## src/hdl/rtld_pkg.sv

```systemverilog
// ----------------------------------------------------------------------------
// rtld_pkg
// Shared types and constants for the run-length tile layer decoder.
// ----------------------------------------------------------------------------
package rtld_pkg;

	localparam int DimW   = 7;
	localparam int TileW  = 14;
	localparam int ByteW  = 8;
	localparam int DivSteps = TileW;
	localparam int CntW   = $clog2(DivSteps);

	localparam logic [ByteW-1:0] EscByte  = 8'hFF;
	localparam logic [ByteW-1:0] LayerMax = 8'hFF;

	typedef enum logic [2:0] {
		PH_ROWS  = 3'd0,
		PH_COLS  = 3'd1,
		PH_TILE  = 3'd2,
		PH_COUNT = 3'd3,
		PH_VALUE = 3'd4,
		PH_DROP  = 3'd5
	} phase_t;

	typedef enum logic [1:0] {
		ST_IDLE = 2'd0,
		ST_EXEC = 2'd1,
		ST_DIV  = 2'd2
	} seq_state_t;

	typedef struct packed {
		logic [TileW-1:0] diff;
		logic             borrow;
	} sub_res_t;

endpackage

```

## src/hdl/rle_tile_layer_decoder.sv

```systemverilog
// ----------------------------------------------------------------------------
// rle_tile_layer_decoder
// Decodes run-length coded tile layers into run descriptors, one byte a beat.
// ----------------------------------------------------------------------------
// A descriptor is registered on the output by the execute step of its byte, which
// waits while an earlier descriptor is still held there by out_ready low.
// A byte that advances the tile position runs the 14 restoring division steps on
// the shared subtractor before the next byte is taken; other bytes do not divide.
// Reset: arst_n clears the sequencer and parse state at once; no clearing pass.
module rle_tile_layer_decoder #(
	parameter int DIM_MAX = 127
) (
	input  logic              clk,
	input  logic              arst_n,
	input  logic              in_valid,
	output logic              in_ready,
	input  logic [7:0]        data_byte,
	input  logic              last_byte,
	output logic              out_valid,
	input  logic              out_ready,
	output logic [7:0]        layer_number,
	output logic [6:0]        first_row,
	output logic [6:0]        first_col,
	output logic [7:0]        run_length,
	output logic signed [7:0] tile_value
);

	localparam int DW = rtld_pkg::DimW;
	localparam int TW = rtld_pkg::TileW;
	localparam int BW = rtld_pkg::ByteW;
	localparam logic [BW-1:0] DimLimit = BW'(DIM_MAX);

	rtld_pkg::seq_state_t state_q, state_d;
	rtld_pkg::phase_t     phase_q, phase_d;

	logic [BW-1:0] byte_q;
	logic          last_q;
	logic [DW-1:0] row_count_q, row_count_d;
	logic [DW-1:0] col_count_q, col_count_d;
	logic [TW-1:0] total_q, total_d;
	logic [BW-1:0] pending_q, pending_d;
	logic [DW-1:0] cur_row_q, cur_row_d;
	logic [DW-1:0] cur_col_q, cur_col_d;
	logic [TW-1:0] tiles_q, tiles_d;
	logic [BW-1:0] layer_q, layer_d;
	logic [TW-1:0] dvd_q;
	logic [TW-1:0] rem_q;
	logic [rtld_pkg::CntW-1:0] cnt_q;

	logic          out_valid_q;
	logic [BW-1:0] out_layer_q;
	logic [DW-1:0] out_row_q;
	logic [DW-1:0] out_col_q;
	logic [BW-1:0] out_len_q;
	logic [BW-1:0] out_value_q;

	logic [TW-1:0] eff_tiles;
	logic [BW-1:0] eff_layer;
	logic [DW-1:0] eff_row;
	logic [DW-1:0] eff_col;
	logic          emit_req;
	logic [BW-1:0] run_count;
	logic [BW-1:0] len;
	logic          emit;
	logic          exec_go;
	logic          start_div;
	logic [TW-1:0] new_tiles;
	logic [BW-1:0] layer_inc;
	logic [DW-1:0] dim_byte;

	logic [TW-1:0]      sub_a, sub_b, trial;
	rtld_pkg::sub_res_t sub_res;
	logic [TW-1:0]      rem_next;
	logic [TW-1:0]      dvd_next;

	rtld_sub u_sub (
		.a   (sub_a),
		.b   (sub_b),
		.res (sub_res)
	);

	assign in_ready  = (state_q == rtld_pkg::ST_IDLE);
	assign layer_inc = (layer_q == rtld_pkg::LayerMax) ? layer_q : layer_q + 8'd1;
	assign dim_byte  = (byte_q <= DimLimit) ? byte_q[DW-1:0] : '0;

	// Position and count that the byte works on, after any layer change.
	always_comb begin
		eff_tiles = tiles_q;
		eff_layer = layer_q;
		eff_row   = cur_row_q;
		eff_col   = cur_col_q;
		emit_req  = 1'b0;
		run_count = 8'd1;
		case (phase_q)
			rtld_pkg::PH_TILE: begin
				if (tiles_q >= total_q) begin
					eff_tiles = '0;
					eff_layer = layer_inc;
					eff_row   = '0;
					eff_col   = '0;
				end
				emit_req = (byte_q != rtld_pkg::EscByte);
			end
			rtld_pkg::PH_COUNT: begin
				if (last_q) begin
					eff_tiles = '0;
					eff_layer = layer_inc;
					eff_row   = '0;
					eff_col   = '0;
					emit_req  = (byte_q != rtld_pkg::EscByte);
				end
			end
			rtld_pkg::PH_VALUE: begin
				emit_req  = 1'b1;
				run_count = pending_q;
			end
			default: begin
			end
		endcase
	end

	assign trial = {rem_q[TW-2:0], dvd_q[TW-1]};
	assign sub_a = (state_q == rtld_pkg::ST_DIV) ? trial : total_q;
	assign sub_b = (state_q == rtld_pkg::ST_DIV) ? {{(TW-DW){1'b0}}, row_count_q} : eff_tiles;

	assign len       = ({{(TW-BW){1'b0}}, run_count} < sub_res.diff) ? run_count
	                   : sub_res.diff[BW-1:0];
	assign emit      = emit_req && (len != '0);
	assign exec_go   = !(emit && out_valid_q && !out_ready);
	assign new_tiles = eff_tiles + {{(TW-BW){1'b0}}, len};
	assign start_div = (state_q == rtld_pkg::ST_EXEC) && exec_go && emit && !last_q;

	assign rem_next = sub_res.borrow ? trial : sub_res.diff;
	assign dvd_next = {dvd_q[TW-2:0], !sub_res.borrow};

	// Next parse state for the byte being executed.
	always_comb begin
		phase_d     = phase_q;
		row_count_d = row_count_q;
		col_count_d = col_count_q;
		total_d     = total_q;
		pending_d   = pending_q;
		cur_row_d   = cur_row_q;
		cur_col_d   = cur_col_q;
		tiles_d     = tiles_q;
		layer_d     = layer_q;
		if (state_q == rtld_pkg::ST_EXEC) begin
			case (phase_q)
				rtld_pkg::PH_ROWS: begin
					row_count_d = dim_byte;
					phase_d     = rtld_pkg::PH_COLS;
				end
				rtld_pkg::PH_COLS: begin
					col_count_d = dim_byte;
					total_d     = {{(TW-DW){1'b0}}, row_count_q} *
					              {{(TW-DW){1'b0}}, dim_byte};
					if (row_count_q == '0 || dim_byte == '0) begin
						phase_d = rtld_pkg::PH_DROP;
					end else begin
						phase_d   = rtld_pkg::PH_TILE;
						layer_d   = '0;
						tiles_d   = '0;
						cur_row_d = '0;
						cur_col_d = '0;
					end
				end
				rtld_pkg::PH_TILE: begin
					layer_d   = eff_layer;
					tiles_d   = emit ? new_tiles : eff_tiles;
					cur_row_d = eff_row;
					cur_col_d = eff_col;
					if (!emit_req) begin
						phase_d = rtld_pkg::PH_COUNT;
					end
				end
				rtld_pkg::PH_COUNT: begin
					if (!last_q) begin
						pending_d = byte_q;
						phase_d   = rtld_pkg::PH_VALUE;
					end
				end
				rtld_pkg::PH_VALUE: begin
					tiles_d   = emit ? new_tiles : tiles_q;
					pending_d = '0;
					phase_d   = rtld_pkg::PH_TILE;
				end
				default: begin
				end
			endcase
			if (last_q) begin
				phase_d     = rtld_pkg::PH_ROWS;
				row_count_d = '0;
				col_count_d = '0;
				total_d     = '0;
				pending_d   = '0;
				cur_row_d   = '0;
				cur_col_d   = '0;
				tiles_d     = '0;
				layer_d     = '0;
			end
		end else if (state_q == rtld_pkg::ST_DIV &&
				cnt_q == rtld_pkg::CntW'(rtld_pkg::DivSteps - 1)) begin
			cur_row_d = rem_next[DW-1:0];
			cur_col_d = dvd_next[DW-1:0];
		end
	end

	always_comb begin
		state_d = state_q;
		case (state_q)
			rtld_pkg::ST_IDLE: begin
				if (in_valid) begin
					state_d = rtld_pkg::ST_EXEC;
				end
			end
			rtld_pkg::ST_EXEC: begin
				if (exec_go) begin
					state_d = start_div ? rtld_pkg::ST_DIV : rtld_pkg::ST_IDLE;
				end
			end
			rtld_pkg::ST_DIV: begin
				if (cnt_q == rtld_pkg::CntW'(rtld_pkg::DivSteps - 1)) begin
					state_d = rtld_pkg::ST_IDLE;
				end
			end
			default: begin
				state_d = rtld_pkg::ST_IDLE;
			end
		endcase
	end

	always_ff @(posedge clk or negedge arst_n) begin
		if (!arst_n) begin
			state_q     <= rtld_pkg::ST_IDLE;
			phase_q     <= rtld_pkg::PH_ROWS;
			row_count_q <= '0;
			col_count_q <= '0;
			total_q     <= '0;
			pending_q   <= '0;
			cur_row_q   <= '0;
			cur_col_q   <= '0;
			tiles_q     <= '0;
			layer_q     <= '0;
			cnt_q       <= '0;
			out_valid_q <= 1'b0;
		end else begin
			state_q <= state_d;
			if (state_q != rtld_pkg::ST_EXEC || exec_go) begin
				phase_q     <= phase_d;
				row_count_q <= row_count_d;
				col_count_q <= col_count_d;
				total_q     <= total_d;
				pending_q   <= pending_d;
				cur_row_q   <= cur_row_d;
				cur_col_q   <= cur_col_d;
				tiles_q     <= tiles_d;
				layer_q     <= layer_d;
			end
			if (start_div) begin
				cnt_q <= '0;
			end else if (state_q == rtld_pkg::ST_DIV) begin
				cnt_q <= cnt_q + 1'b1;
			end
			if (state_q == rtld_pkg::ST_EXEC && exec_go && emit) begin
				out_valid_q <= 1'b1;
			end else if (out_ready) begin
				out_valid_q <= 1'b0;
			end
		end
	end

	always_ff @(posedge clk) begin
		if (in_valid && in_ready) begin
			byte_q <= data_byte;
			last_q <= last_byte;
		end
		if (start_div) begin
			dvd_q <= new_tiles;
			rem_q <= '0;
		end else if (state_q == rtld_pkg::ST_DIV) begin
			dvd_q <= dvd_next;
			rem_q <= rem_next;
		end
		if (state_q == rtld_pkg::ST_EXEC && exec_go && emit) begin
			out_layer_q <= eff_layer;
			out_row_q   <= eff_row;
			out_col_q   <= eff_col;
			out_len_q   <= len;
			out_value_q <= byte_q;
		end
	end

	assign out_valid    = out_valid_q;
	assign layer_number = out_layer_q;
	assign first_row    = out_row_q;
	assign first_col    = out_col_q;
	assign run_length   = out_len_q;
	assign tile_value   = $signed(out_value_q);

`ifndef SYNTHESIS
	a_busy_after_accept: assert property (@(posedge clk) disable iff (!arst_n)
		(in_valid && in_ready) |=> !in_ready)
		else $error("decoder ready right after taking a beat");

	a_row_in_range: assert property (@(posedge clk) disable iff (!arst_n)
		(state_q == rtld_pkg::ST_IDLE && (phase_q == rtld_pkg::PH_TILE ||
		 phase_q == rtld_pkg::PH_COUNT || phase_q == rtld_pkg::PH_VALUE))
		|-> (cur_row_q < row_count_q))
		else $error("current row not below row count");

	a_out_from_exec: assert property (@(posedge clk) disable iff (!arst_n)
		$rose(out_valid_q) |-> $past(state_q == rtld_pkg::ST_EXEC))
		else $error("descriptor raised outside execute step");

	a_div_count: assert property (@(posedge clk) disable iff (!arst_n)
		(state_q == rtld_pkg::ST_DIV) |-> (cnt_q < rtld_pkg::CntW'(rtld_pkg::DivSteps)))
		else $error("division step counter overran");
`endif

endmodule

```

## src/hdl/rtld_sub.sv

```systemverilog
// ----------------------------------------------------------------------------
// rtld_sub
// Shared subtractor used for the layer remainder and for every division step.
// ----------------------------------------------------------------------------
module rtld_sub (
	input  logic [rtld_pkg::TileW-1:0] a,
	input  logic [rtld_pkg::TileW-1:0] b,
	output rtld_pkg::sub_res_t         res
);

	logic [rtld_pkg::TileW:0] full;

	assign full       = {1'b0, a} - {1'b0, b};
	assign res.diff   = full[rtld_pkg::TileW-1:0];
	assign res.borrow = full[rtld_pkg::TileW];

endmodule
```

## config.mk

```make
export PLATFORM = sky130hd
export DESIGN_NAME = rle_tile_layer_decoder
export DESIGN_NICKNAME = d
export VERILOG_FILES = /design/src/hdl/rtld_pkg.sv /design/src/hdl/rle_tile_layer_decoder.sv /design/src/hdl/rtld_sub.sv
export SDC_FILE = /design/constraint.sdc
export NUM_CORES = 1
export LEC_CHECK = 0
export BUFFER_PORTS_ARGS = -buffer_cell sky130_fd_sc_hd__clkbuf_2
export CAP_MARGIN = 20
export CORE_ASPECT_RATIO = 1.1
export CORE_MARGIN = 1
export CORE_UTILIZATION = 40
export CTS_CLUSTER_SIZE = 30
export DETAILED_ROUTE_END_ITERATION = 12
export REMOVE_ABC_BUFFERS = 1
export SLEW_MARGIN = 25
export SYNTH_ARGS = -nofsm -noshare
export SYNTH_HDL_FRONTEND = slang
export SYNTH_SLANG_ARGS = --single-unit
```

## constraint.sdc

```tcl
create_clock -name clk -period 25.4 [get_ports clk]
set_input_delay 5.08 -clock clk [delete_from_list [all_inputs] [get_ports clk]]
set_output_delay 5.08 -clock clk [all_outputs]
set_load 0.02 [all_outputs]
```

; Word level (Yosys, flattened, before mapping)
; Cells that the tools add are included.
[op_classes]
addsub = 4
multipliers = 1
magnitude_cmp = 3
n_eq_ne = 18
muxes = 59
n_reduce_logical = 36
[op_table]
columns = op, n
row1 = $mux W14, 12
row2 = $mux W7, 14
row3 = $mux W8, 8
row4 = $pmux W7 S2, 4
row5 = $pmux W8 S2, 3
row6 = $pmux W14 S3, 1
row7 = $pmux W14 S2, 1
row8 = $pmux W3 S5, 1
row9 = $sub A14 B14 Y15, 1
row10 = $add A14 B8 Y14, 1
row11 = $ge A14 B14 Y1, 1
row12 = $logic_not A7 Y1, 2
row13 = $lt A8 B14 Y1, 1
row14 = $mul A7 B7 Y14, 1
row15 = $mux W13, 1
row16 = $reduce_and A3 Y1, 4
row17 = $reduce_and A4 Y1, 3
row18 = $reduce_bool A2 Y1, 5
row19 = $mux W3, 3
row20 = $ne A3 B3 Y1 const B, 3
row21 = $add A8 B1 Y8 const B, 1
row22 = $eq A8 B8 Y1 const B, 1
row23 = $le A8 B7 Y1 const B, 1
row24 = $logic_and A1 B1 Y1, 8
row25 = 26 further kinds, 40
[totals]
register_bits = 149
in_bits = 13
output_inout_bits = 40
elab_cells = 141

; Longest topological paths before layout
; Gate-level depths: netlist of the first run.
[depth]
word_depth = 18
depth_mapped = 37
ltp_nobuf = 34

; Cells and area by module
; From an unflattened synthesis of the first run, not the netlist that was laid out.
[hier_totals]
hier_cells = 1050
area_unflattened_um2 = 10079.7
[by_module_without_submodules]
columns = mod, n_inst, cells_per_inst, area_per_inst_um2, seq_area_each_um2
row1 = rle_tile_layer_decoder, 1, 950, 9381.5, 3968.8
row2 = rtld_sub, 1, 100, 698.2, 0.0

; Worst setup path after synthesis of the first run
; Ideal clock, no wire load.
[synth_timing]
path_type = register to register
start = register tiles_q[11]
end = register out_col_q[0], in the netlist first_col[0], enable pin
setup_ns = 0.481
t_arrival_ns = 7.830
t_required_ns = 24.919
setup_slack_ns = 17.089
path_stages_with_launch = 26
path_buffers = 3
period_less_slack_ns = 8.311
path_cell_list = dfrtp_1 ha_1 a21o_1 a21o_1 a2111oi_0 o211a_1 o21bai_1 nand3_1 clkbuf_1 clkbuf_1 and2_1 mux2i_1 ha_1 nor2b_1 o22ai_1 xor2_1 ha_1 o211ai_1 a211o_1 o2111a_1 o211ai_1 a31o_2 and4b_4 o211ai_4 buf_6 nor3_1
[synth_via]
elab_chain_len = 14
elab_cells_between_ends = 15
classes_between = add/sub (1) / order compare (2) / mux (5) / reduce/logical (7)
[synth_lines]
columns = item, line
row1 = "start, declared", rle_tile_layer_decoder.sv:44  ; logic [TW-1:0] tiles_q, tiles_d;
row2 = "start signal, assigned", rle_tile_layer_decoder.sv:256  ; tiles_q <= tiles_d;
row3 = $ge A14 B14 Y1, rle_tile_layer_decoder.sv:96  ; if (tiles_q >= total_q) begin
row4 = $mux W14, rle_tile_layer_decoder.sv:96
row5 = $pmux W14 S2 (*), rle_tile_layer_decoder.sv:94  ; case (phase_q)
row6 = $mux W14 (*), rle_tile_layer_decoder.sv:124  ; assign sub_b = (state_q == rtld_pkg::ST_DIV) ? {{(TW-DW){1'b0}}, row_count_q} : eff_tiles;
row7 = $sub A14 B14 Y15 (*), rtld_sub.sv:13  ; assign full = {1'b0, a} - {1'b0, b};
row8 = $lt A8 B14 Y1, rle_tile_layer_decoder.sv:126  ; assign len = ({{(TW-BW){1'b0}}, run_count} < sub_res.diff) ? run_count
row9 = $mux W8 (*), rle_tile_layer_decoder.sv:126
row10 = $reduce_bool A8 Y1 (*), rle_tile_layer_decoder.sv:128  ; assign emit = emit_req && (len != '0);
row11 = $logic_and A1 B1 Y1 (*), rle_tile_layer_decoder.sv:128
row12 = $logic_and A1 B1 Y1 (2 in series), rle_tile_layer_decoder.sv:129  ; assign exec_go = !(emit && out_valid_q && !out_ready);
row13 = $logic_not A1 Y1, rle_tile_layer_decoder.sv:129
row14 = $logic_and A1 B1 Y1, rle_tile_layer_decoder.sv:284  ; if (state_q == rtld_pkg::ST_EXEC && exec_go && emit) begin
row15 = $logic_and A1 B1 Y1 (*), rle_tile_layer_decoder.sv:284
row16 = "end signal, assigned", rle_tile_layer_decoder.sv:287  ; out_col_q <= eff_col;
row17 = "end, declared", rle_tile_layer_decoder.sv:53  ; logic [DW-1:0] out_col_q;
; Mark *: on every way between the ends. The rest lies on a longest branch, timed or not.
; A chain may end at the register's enable or synchronous reset.

; Worst setup path after layout of the first run
[layout_timing]
start = register tiles_q[11]
end = register dvd_q[13], data pin
[layout_via]
elab_chain_len = 16
elab_cells_between_ends = 18
classes_between = add/sub (2) / order compare (2) / mux (6) / reduce/logical (8)
[layout_lines]
columns = item, line
row1 = $ge A14 B14 Y1, rle_tile_layer_decoder.sv:96
row2 = $mux W14, rle_tile_layer_decoder.sv:96
row3 = $pmux W14 S2 (*), rle_tile_layer_decoder.sv:94
row4 = $mux W14 (*), rle_tile_layer_decoder.sv:124
row5 = $sub A14 B14 Y15 (*), rtld_sub.sv:13
row6 = $lt A8 B14 Y1, rle_tile_layer_decoder.sv:126
row7 = $mux W8 (*), rle_tile_layer_decoder.sv:126
row8 = net len[1], rle_tile_layer_decoder.sv:63  ; logic [BW-1:0] len;
row9 = branches (longest 8 deep; another with $add A14 B8 Y14), -
row10 = $mux W14 (*), rle_tile_layer_decoder.sv:277  ; if (start_div) begin
row11 = "end signal, assigned", rle_tile_layer_decoder.sv:278  ; dvd_q <= new_tiles;
row12 = "end signal, assigned", rle_tile_layer_decoder.sv:281  ; dvd_q <= dvd_next;
row13 = "end, declared", rle_tile_layer_decoder.sv:46  ; logic [TW-1:0] dvd_q;
; Mark *: on every way through the listed nets, which the timed path passes.

==> results.md, run 1 <==
* Outcome: finished clean
* Die H at about 170 um
* Final setup violation count at 0
* Storage element area at around 4000 um2
* Reg power frac at approximately a quarter
* Ant. Diodes at 0
* Number of synthesized flops with an enable pin at between 60 and 70
* Slew Limit Fails at 0
* Cell row count at 61
* Layout Nets at approximately 1200
* Most frequent cells in the layout: 147 x nand2_1, 90 x inv_1, 75 x ha_1, 75 x dfrtp_1, 68 x nor2_1
* Hpwl dp at ~19000 um
* Multi-input logic area at about 5800 um2
* First-pass GRT wire length at approximately 42000 um
* Initial Util at around two fifths
* Clock transition at path regs at 0.07 ns
* Switch share at between 40% and 50%
* P per Cell Area at 145 nW/um2
* Overflow after GRT at 0
* Clock Skew at approximately 0.012 ns
* RD Place Congestion at 0.904
* Share of post-route cells with drive strength above 1 at a little under an eighth
* Post-synthesis sequential area ratio at between 30% and 40%
* CTS Buffer Depth at 2
* Share of the synthesized area in the top cell type at a little under a fifth
* Fill count at roughly 2400
* Library cells used by synthesis at 87
* Worst-path maximum fanout at 29
* Worst vdd ir at 0.0000776 V
* CTS Buf Count at 17
* Ports at 53
* Post-DRT Antenna Nets at 0
* Fin Setup TNS at 0 ns
* Total number of vias at approximately 8000
* Most common cell after layout, fill and taps aside: nand2_1
* Final Hold Vio Count at 0
* Synth area leader: dfrtp_1
* Max-cap violations at 0
* Worst Path Required at 25.58 ns
* P_int at between 800 and 900 uW
* Post-route DRC at 0
* Syn Inst Count at between 1000 and 1500
* Min setup slack post-route at ~17 ns
* Synth top area cells: dfrtp_1 18%, edfxtp_1 18%, ha_1 9.1%, nand2_1 5.4%, fa_1 5.1%
* Post-route cell area at between 10000 and 15000 um2
* Primary FF master, synth: dfrtp_1
* Initial DRC count at about 450
* DIE AREA at 26300 um2
* Combinational power share at 61.2%
* Die width at about 150 um
* Slowest CP cell: dfrtp_1
* NetSw at approximately 810 uW
* Post-Synthesis Cell Area at 10300 um2
* H-tree depth at 4
* CTS tree: yes
* Critical Path Start Type: flop
* Synth Warn # at 0
* Vias per std cell at about 5.4
* Setup Buffers After CTS at 0
* Clk sinks at 149
* FMAX at about 120 MHz
* Avg Inst Size Synth at roughly 9.4 um2
* Largest net degree at the start of global routing at 76
* CORE AREA at roughly 25000 um2
* Tmin final at between 8 and 9 ns
* Post-synth ARST share at ~50%
* Crit-path most repeated cell: a21o_1
* Hold Crit Class: reg2reg
* Worst Path Class, Setup: reg2reg
* Area grow syn2layout at 11.3%
* Slowest stage delay, CP at 0.45 ns
* Fin crit share at 32.2%
* Worst-Skew Late Latency at about 0.43 ns
* Slew @ Worst Pin at ~0.96 ns
* I/O Buffers at between 50 and 60
* FF+latch count, synth at roughly 150
* RSZ-0062 raised after global routing: false
* DP Worst Slack at between 15 and 20 ns
* DRT Wirelength at around 26000 um
* DR pass1 iterations at 5
* Worst relative slew slack at a little over a third
* Leakage at approximately 5.2 nW
* Cts hold-fix bufs at 0
* Clock network fraction of design power at around 16%
* Clock Root Buffer: clkbuf_16
* Critical path capture point type: flop
* Critical path arrival at 8.37 ns
* GRT Total Usage at ~21%
* Dpl cell area at around 11000 um2
* Initial antenna violation count at 0
* Post-CTS sizing at 0
* Routed length per placed instance at about 18 um
* Vias in the first global route at approximately 8000
-- kinds of logic after synthesis --
group           count (synthesis)  synth area share [%]
simple gates                  372                  17.8
xor+xnor                       31                  2.64
buf+inv                       146                  5.56
mux                            46                  4.69
flops                         149                  38.6
fa+ha+maj                     101                  14.2
compound gates                243                  16.5
-- cells in the mapped netlist, types with 10 or more instances --
cell type	instances
nand4_1	11
fa_1	26
nand2b_1	14
o21a_1	10
xor2_1	12
clkbuf_1	39
dfxtp_1	13
nor3_1	15
inv_1	90
nor2b_1	14
a21o_1	20
nor2_1	68
and2_1	48
nand2_1	147
a211oi_1	11
a31oi_1	11
nand3_1	12
o21ai_0	66
ha_1	75
mux2i_1	29
mux2_2	17
a21oi_1	37
a22o_1	10
edfxtp_1	61
xnor2_1	19
dfrtp_1	75
-- power by group through the flow --
stage               Combinational (mW)  Sequential, mW  Clock, mW
floorplan                        0.707           0.383          0
global placement                 0.997           0.388          0
detailed placement                1.00           0.389          0
CTS                               1.01           0.385      0.260
global route                      1.11           0.395      0.271
finish                            1.01           0.386      0.258
-- per-stage QoR --
step	util (%)	total power [mW]	hold WS, ns	std cells
floorplan	-	1.09	0.442	1034
global route	45.3	1.78	0.506	1475
detailed placement	42.9	1.39	0.467	1443
global placement	42.9	1.38	0.459	1443
CTS	45.2	1.65	0.481	1475
finish	45.3	1.66	0.473	1475
-- final timing paths --
path	slack [ns]	from	to	cells past startpoint
max	17.22	tiles_q[11]	dvd_q[13]	33
max in group asynchronous	20.21	arst_n	tiles_q[5]	1
max reg2reg	17.22	tiles_q[11]	dvd_q[13]	33
min reg2reg	0.47	cur_row_q[6]	cur_row_q[6]	2
min in group asynchronous	4.70	arst_n	cnt_q[2]	1
min	0.47	cur_row_q[6]	cur_row_q[6]	2
-- area by class of cell --
cell class              instances  area share [%]
clock buffers                  19            3.78
flip-flops and latches        149            34.7
well taps                     346            3.78
clock inverters                13            1.38
multi-input cells             793            50.3
repair buffers                 63            3.05
inverters                      92            3.02
-- flip-flops by register name, indices dropped and copies added, names as in the netlist --
name,flops
layer_q,8
row_count_q,7
last_q,1
run_length,8
layer_number,8
first_row,7
state_q,2
byte_q,8
out_valid,1
cur_col_q,7
pending_q,8
phase_q,3
cnt_q,4
cur_row_q,7
dvd_q,14
first_col,7
rem_q,13
total_q,14
tiles_q,14
tile_value,8
-- critical path: cells and delay by family (launching register included) --
family | cells | cell delay, ns
AND/OR/NAND/NOR | 5 | 1.53
multiplexers | 2 | 0.56
AO/OA/AOI/OAI | 20 | 3.62
buffers and inverters | 1 | 0.31
adder cells (fa/ha/maj) | 4 | 1.25
XOR/XNOR | 1 | 0.21
flip-flops | 1 | 0.45
-- layer usage --
metal  global-route usage (%)  up-vias  part of all wire, %
met5                        0        -                    0
met4                     7.19        0                  3.0
met3                     3.34       55                  4.2
met2                     33.3      201                   46
met1                     28.3     3828                   47
li1                         -     3882                    -
(Power assumes the default switching activity.)
==> inputs of run 2 (changes only) <==
==> constraint.sdc (replaced) <==
create_clock -name clk -period 6.7 [get_ports clk]
set_input_delay 1.34 -clock clk [delete_from_list [all_inputs] [get_ports clk]]
set_output_delay 1.34 -clock clk [all_outputs]
set_load 0.02 [all_outputs]
==> run 2 against run 1 <==
- the flow now finishes with violations (negative setup slack)
- clock skew is 0.0012 ns higher
- non-clock buffer count is 190 higher
- first-iteration DRC count is 35% higher
- critical endpoint unchanged
==> results.md, run 2 (synthesized netlist as in run 1, its figures left out) <==
* Overflow after GRT at 0 (unchanged)
* FMAX at 147 MHz (was 122 MHz)
* DIE AREA at 26300 um2 (unchanged)
* Layout Nets at 1420 (was 1230)
* Area grow syn2layout at 29.0% (was 11.3%)
* Worst-Skew Late Latency at 0.43 ns (about the same)
* Tmin final at 6.79 ns (was 8.18 ns)
* Vias in the first global route at 8926 (was 7803)
* Total number of vias at 9001 (was 7966)
* Critical Path Start Type: flop (unchanged)
* Worst Path Required at 6.89 ns (was 25.58 ns)
* Final setup violation count at 3 (was 0)
* Vias per std cell at 5.41 (was 5.40)
* Most frequent cells in the layout: 199 x buf_4, 147 x nand2_1, 81 x inv_1, 75 x dfrtp_1, 67 x nor2_1 (was 147 x nand2_1, 90 x inv_1, 75 x ha_1, 75 x dfrtp_1, 68 x nor2_1)
* Failing checks: negative setup slack
* Most common cell after layout, fill and taps aside: buf_4 (was nand2_1)
* Outcome: finished with violations (was finished clean)
* RD Place Congestion at 0.917 (was 0.904)
* CORE AREA at 25300 um2 (unchanged)
* Routed length per placed instance at 17.6 um (was 17.7 um)
* GRT Total Usage at 23.2% (was 20.7%)
* Ports at 53 (unchanged)
* Slowest stage delay, CP at 0.38 ns (was 0.45 ns)
* Clock Skew at 0.0134 ns (was 0.0122 ns)
* Largest regs: dvd_q x14, tiles_q x14, total_q x14 (unchanged)
* Crit-path most repeated cell: a21o_1 (unchanged)
* Initial Util at 40.7% (unchanged)
* Clock transition at path regs at 0.07 ns (about the same)
* Hpwl dp at 21100 um (was 19400 um)
* DP Worst Slack at -0.585 ns (was 17.27 ns)
* Post-DRT Antenna Nets at 0 (unchanged)
* First-pass GRT wire length at 47200 um (was 42200 um)
* Slew Limit Fails at 0 (unchanged)
* Worst path bufs/invs at 1 (unchanged)
* Placed cell count at 1578 (was 1443)
* Non-Filler Instances at 1665 (was 1475)
* Die width at 155 um (unchanged)
* Post-route DRC at 0 (unchanged)
* Worst Path Class, Setup: reg2reg (unchanged)
* Min setup slack post-route at -0.0901 ns (was 17.22 ns)
* Clock Root Buffer: clkbuf_16 (unchanged)
* Final Hold Vio Count at 0 (unchanged)
* Worst relative slew slack at 36.6% (was 35.4%)
* Slowest CP cell: or3b_4 (was dfrtp_1)
* Critical path capture point type: flop (unchanged)
* Fin crit share at 101% (was 32.2%)
* CTS tree: yes (unchanged)
* Initial antenna violation count at 0 (unchanged)
* CTS Buffer Depth at 2 (unchanged)
* Worst path top cell family by delay: compound AO/OA/AOI/OAI gates (unchanged)
* H-tree depth at 4 (unchanged)
* Share of post-route cells with drive strength above 1 at 29.1% (was 11.6%)
* Worst-path maximum fanout at 5 (was 29)
* Slew @ Worst Pin at 0.944 ns (was 0.961 ns)
* Clk sinks at 149 (unchanged)
* Critical path arrival at 6.98 ns (was 8.37 ns)
* I/O Buffers at 52 (unchanged)
* Max-cap violations at 0 (unchanged)
* Largest net degree at the start of global routing at 76 (unchanged)
* Die H at 170 um (unchanged)
* Initial DRC count at 602 (was 445)
* Hold slack at 0.470 ns (was 0.473 ns)
* DRT Wirelength at 29300 um (was 26100 um)
* RSZ-0062 raised after global routing: true (was false)
* Hold Crit Class: reg2reg (unchanged)
* Ant. Diodes at 0 (unchanged)
* DR pass1 iterations at 5 (unchanged)
* CTS Buf Count at 17 (unchanged)
* Cell row count at 61 (unchanged)
==> run 2: cell count changes in the layout (fill, tap and decap cells not counted), moves of 7 or more <==
cell / change
inv_1: -9
buf_4: +188
inv_2: +9
ha_1: -12
a21oi_1: -9
a21oi_2: +7
ha_4: +10
==> run 2: layout make-up <==
type	instances	area [um2]
repair buffers	253	1780
clock inverters	14	139
well taps	346	433
clock buffers	18	429
multi-input cells	793	6160
inverters	92	345
flip-flops and latches	149	3970
fillers	2290	12000
==> run 2: path summary, 6_finish.rpt <==
| path | to | cells past startpoint | slack [ns] | from |
|---|---|---|---|---|
| max reg2reg | dvd_q[13] | 33 | -0.09 | total_q[11] |
| min reg2reg | cur_row_q[1] | 2 | 0.47 | cur_row_q[1] |
| min | cur_row_q[1] | 2 | 0.47 | cur_row_q[1] |
| min in group asynchronous | cur_row_q[5] | 1 | 0.96 | arst_n |
| max in group asynchronous | row_count_q[6] | 1 | 5.22 | arst_n |
| max | dvd_q[13] | 33 | -0.09 | total_q[11] |
==> run 2: through the flow <==
| stage | utilization, % | cell area (um2) | TNS, ns |
|---|---|---|---|
| floorplan | - | 10000 | -64.75 |
| global placement | 46.9 | 11900 | -3.84 |
| detailed placement | 46.9 | 11900 | -5.77 |
| CTS | 51.6 | 13000 | 0 |
| global route | 52.5 | 13300 | -2.44 |
| finish | 52.5 | 13300 | -0.172 |
==> run 2: tightest hold or removal path: cells and delay by family (launching register included) <==
| kind | cells | cell delay, ns |
|---|---|---|
| DFF | 1 | 0.34 |
| and+or+nand+nor | 1 | 0.04 |
| AOI/OAI and AO/OA | 1 | 0.06 |
==> run 2: layer usage <==
| metal | vias to the layer above | global-route usage, % | part of all wire, % | routed length [um] |
|---|---|---|---|---|
| met3 | 81 | 3.92 | 4.6 | 1360 |
| met2 | 273 | 38.6 | 48 | 13900 |
| met4 | 0 | 10.7 | 4.1 | 1190 |
| li1 | 4255 | - | - | - |
| met1 | 4392 | 29.4 | 44 | 12800 |
| met5 | - | 0 | 0 | 0 |
==> run 2: repair_timing <==
item	in CTS	in global routing
buffers inserted	51	8
hold buffers	0	0
cloned	0	0
setup endpoints to repair	16	18
pin swaps	36	19
gates resized for setup	48	40
Power of run 2 is left out: the tool's default activity adds up to more than one toggle a clock period on the data nets, which glitch-free logic cannot reach.
==> inputs of run 3 (changes only) <==
--- a/config.mk
+++ b/config.mk
@@ -12,6 +12,7 @@
 export CORE_UTILIZATION = 40
 export CTS_CLUSTER_SIZE = 30
 export DETAILED_ROUTE_END_ITERATION = 12
+export PLACE_DENSITY = 0.56
 export REMOVE_ABC_BUFFERS = 1
 export SLEW_MARGIN = 25
 export SYNTH_ARGS = -nofsm -noshare
==> constraint.sdc (replaced) <==
create_clock -name clk -period 8.1 [get_ports clk]
set_input_delay 1.62 -clock clk [delete_from_list [all_inputs] [get_ports clk]]
set_output_delay 1.62 -clock clk [all_outputs]
set_load 0.02 [all_outputs]
==> run 3 against run 2 <==
- the run now ends clean
- final cell count fell by 11%
- global-route usage is 2.1 points lower
- die area unchanged
- sequential share of layout area rose by 4.5 points
- utilization down 6.8 points
- count of clock-buffer cells in the layout unchanged
- critical path depth down 1
- first-iteration DRC count fell by 40%
- critical path type unchanged
==> results.md, run 3 (synthesized netlist as in run 1, its figures left out) <==
* Outcome: finished clean (was finished with violations)
* Critical path capture point type: flop (unchanged)
* CTS tree: yes (unchanged)
* DP Worst Slack at 0.288 ns (was -0.585 ns)
* First-pass GRT wire length at 42900 um (was 47200 um)
* Clock Root Buffer: clkbuf_16 (unchanged)
* Post-DRT Antenna Nets at 0 (unchanged)
* CORE AREA at 25300 um2 (unchanged)
* Critical path arrival at 7.82 ns (was 6.98 ns)
* Max-cap violations at 0 (unchanged)
* Die H at 170 um (unchanged)
* RD Place Congestion at 0.890 (was 0.917)
* CTS Buffer Depth at 2 (unchanged)
* Die width at 155 um (unchanged)
* Slowest CP cell: dfrtp_2 (was or3b_4)
* DR pass1 iterations at 5 (unchanged)
* Routed length per placed instance at 17.7 um (was 17.6 um)
* Initial Util at 40.7% (unchanged)
* Worst Path Class, Setup: reg2reg (unchanged)
* Worst relative slew slack at 38.9% (was 36.6%)
* Worst vdd ir at around 0.00023 V
* Worst-Skew Late Latency at 0.43 ns (about the same)
* Fin crit share at 94.3% (was 101%)
* Clock Skew at 0.0144 ns (was 0.0134 ns)
* CP startpoint: tiles_q[11] (was total_q[11])
* FMAX at 131 MHz (was 147 MHz)
* Min setup slack post-route at 0.463 ns (was -0.0901 ns)
* Ant. Diodes at 0 (unchanged)
* Initial DRC count at 360 (was 602)
* Vias in the first global route at 7737 (was 8926)
* Area grow syn2layout at 12.3% (was 29.0%)
* Tmin final at 7.64 ns (was 6.79 ns)
* Clk sinks at 149 (unchanged)
* Worst-path maximum fanout at 9 (was 5)
* Cts hold-fix bufs at 0 (unchanged)
* Most common cell after layout, fill and taps aside: nand2_1 (was buf_4)
* Total number of vias at 7932 (was 9001)
* Post-route cell area at 11500 um2 (was 13300 um2)
* Share of post-route cells with drive strength above 1 at 13.0% (was 29.1%)
* Fill count at 2445 (was 2290)
* CTS Buf Count at 17 (unchanged)
* Grt met3 use at 2.60% (was 3.92%)
* Clock transition at path regs at 0.06 ns (was 0.07 ns)
* Largest regs: dvd_q x14, tiles_q x14, total_q x14 (unchanged)
* Final setup violation count at 0 (was 3)
* Vias per std cell at 5.33 (was 5.41)
* Fin util at 45.7% (was 52.5%)
* DRT Wirelength at 26300 um (was 29300 um)
* Largest net degree at the start of global routing at 43 (was 76)
* H-tree depth at 4 (unchanged)
* GRT Total Usage at 21.1% (was 23.2%)
* Most frequent cells in the layout: 147 x nand2_1, 90 x inv_1, 75 x ha_1, 74 x dfrtp_1, 68 x nor2_1 (was 199 x buf_4, 147 x nand2_1, 81 x inv_1, 75 x dfrtp_1, 67 x nor2_1)
* Overflow after GRT at 0 (unchanged)
* Leakage at about 5.2 nW
* Slowest stage delay, CP at 0.46 ns (was 0.38 ns)
* Ports at 53 (unchanged)
* I/O Buffers at 52 (unchanged)
* P per Cell Area at around 460 nW/um2
* Dpl cell area at 10900 um2 (was 11900 um2)
* Critical Path Start Type: flop (unchanged)
* Final Hold Vio Count at 0 (unchanged)
* Total Power at 5.27 mW
* Slew Limit Fails at 0 (unchanged)
* GRT busiest layer: met2 (unchanged)
* Crit-path most repeated cell: a21o_1 (unchanged)
* Fin Setup TNS at 0 ns (was -0.172 ns)
* RSZ-0062 raised after global routing: false (was true)
* Layout Nets at 1242 (was 1420)
* DIE AREA at 26300 um2 (unchanged)
* Met2 usage at 34.6% (was 38.6%)
* Post-route DRC at 0 (unchanged)
* Hold Crit Class: reg2reg (unchanged)
* Initial antenna violation count at 0 (unchanged)
* Hpwl dp at 19800 um (was 21100 um)
* Slew @ Worst Pin at 0.913 ns (was 0.944 ns)
* Met1 Use GR at 28.8% (was 29.4%)
* Worst Path Required at 8.28 ns (was 6.89 ns)
* Cell row count at 61 (unchanged)
* Reg2reg start: tiles_q[11] (was total_q[11])
* Hold Crit Start: cur_row_q[4] (was cur_row_q[1])
## run 3: changes by cell type in the layout (fill, tap and decap cells not counted), sizes merged
cell	delta
buf	-178
clkinv	+1
clkinvlp	-2
inv	+1
## run 3: final timing paths
kind / endpoint / slack, ns / cells after the start
hold / removal: cur_row_q[4] / 0.47 / 2
hold reg to reg: cur_row_q[4] / 0.47 / 2
max in group asynchronous: tiles_q[11] / 5.96 / 2
setup reg to reg: dvd_q[13] / 0.46 / 32
min in group asynchronous: total_q[12] / 1.13 / 1
setup / recovery: dvd_q[13] / 0.46 / 32
## run 3: report_power, final
group | internal [mW] | switching (mW) | leakage, nW | total (mW)
Sequential | 1.02 | 0.195 | 1.69 | 1.22
Combinational | 1.20 | 2.03 | 3.26 | 3.23
Clock | 0.457 | 0.368 | 0.296 | 0.825
## run 3: repair_timing
action / 4_1_cts / 5_1_grt
resized for setup: 0 / 4
buffers inserted: 0 / 3
setup endpoints to repair: 0 / 11
## run 3: area by class of cell
| cell class | instances | area [um2] | area share (%) |
|---|---|---|---|
| repair buffers | 75 | 435 | 3.77 |
| inverters | 92 | 345 | 2.99 |
| flip-flops and latches | 149 | 3970 | 34.4 |
| clock buffers | 18 | 450 | 3.90 |
| clock inverters | 14 | 154 | 1.33 |
| well taps | 346 | 433 | 3.75 |
| multi-input cells | 793 | 5750 | 49.9 |
## run 3: worst max-delay path, delay by kind of cell (launching register included)
| family | cells | cell delay, ns |
|---|---|---|
| AND/OR/NAND/NOR | 5 | 1.45 |
| flip-flops | 1 | 0.46 |
| AO/OA/AOI/OAI | 20 | 3.62 |
| multiplexers | 2 | 0.49 |
| adder cells (fa/ha/maj) | 4 | 1.07 |
| XOR/XNOR | 1 | 0.29 |
## run 3: metal layers
layer | share of wire, % | vias up | routed length [um]
met5 | 0 | - | 0
met4 | 2.2 | 0 | 585
met3 | 2.8 | 33 | 734
met2 | 48 | 151 | 12500
met1 | 47 | 3838 | 12500
li1 | - | 3910 | -
## run 3: per-stage QoR
stage / cells / hold slack [ns]
6_report: 1487 / 0.469
5_1_grt: 1487 / 0.496
4_1_cts: 1484 / 0.478
3_5_place_dp: 1452 / 0.463
3_3_place_gp: 1452 / 0.455
2_1_floorplan: 1034 / 0.442
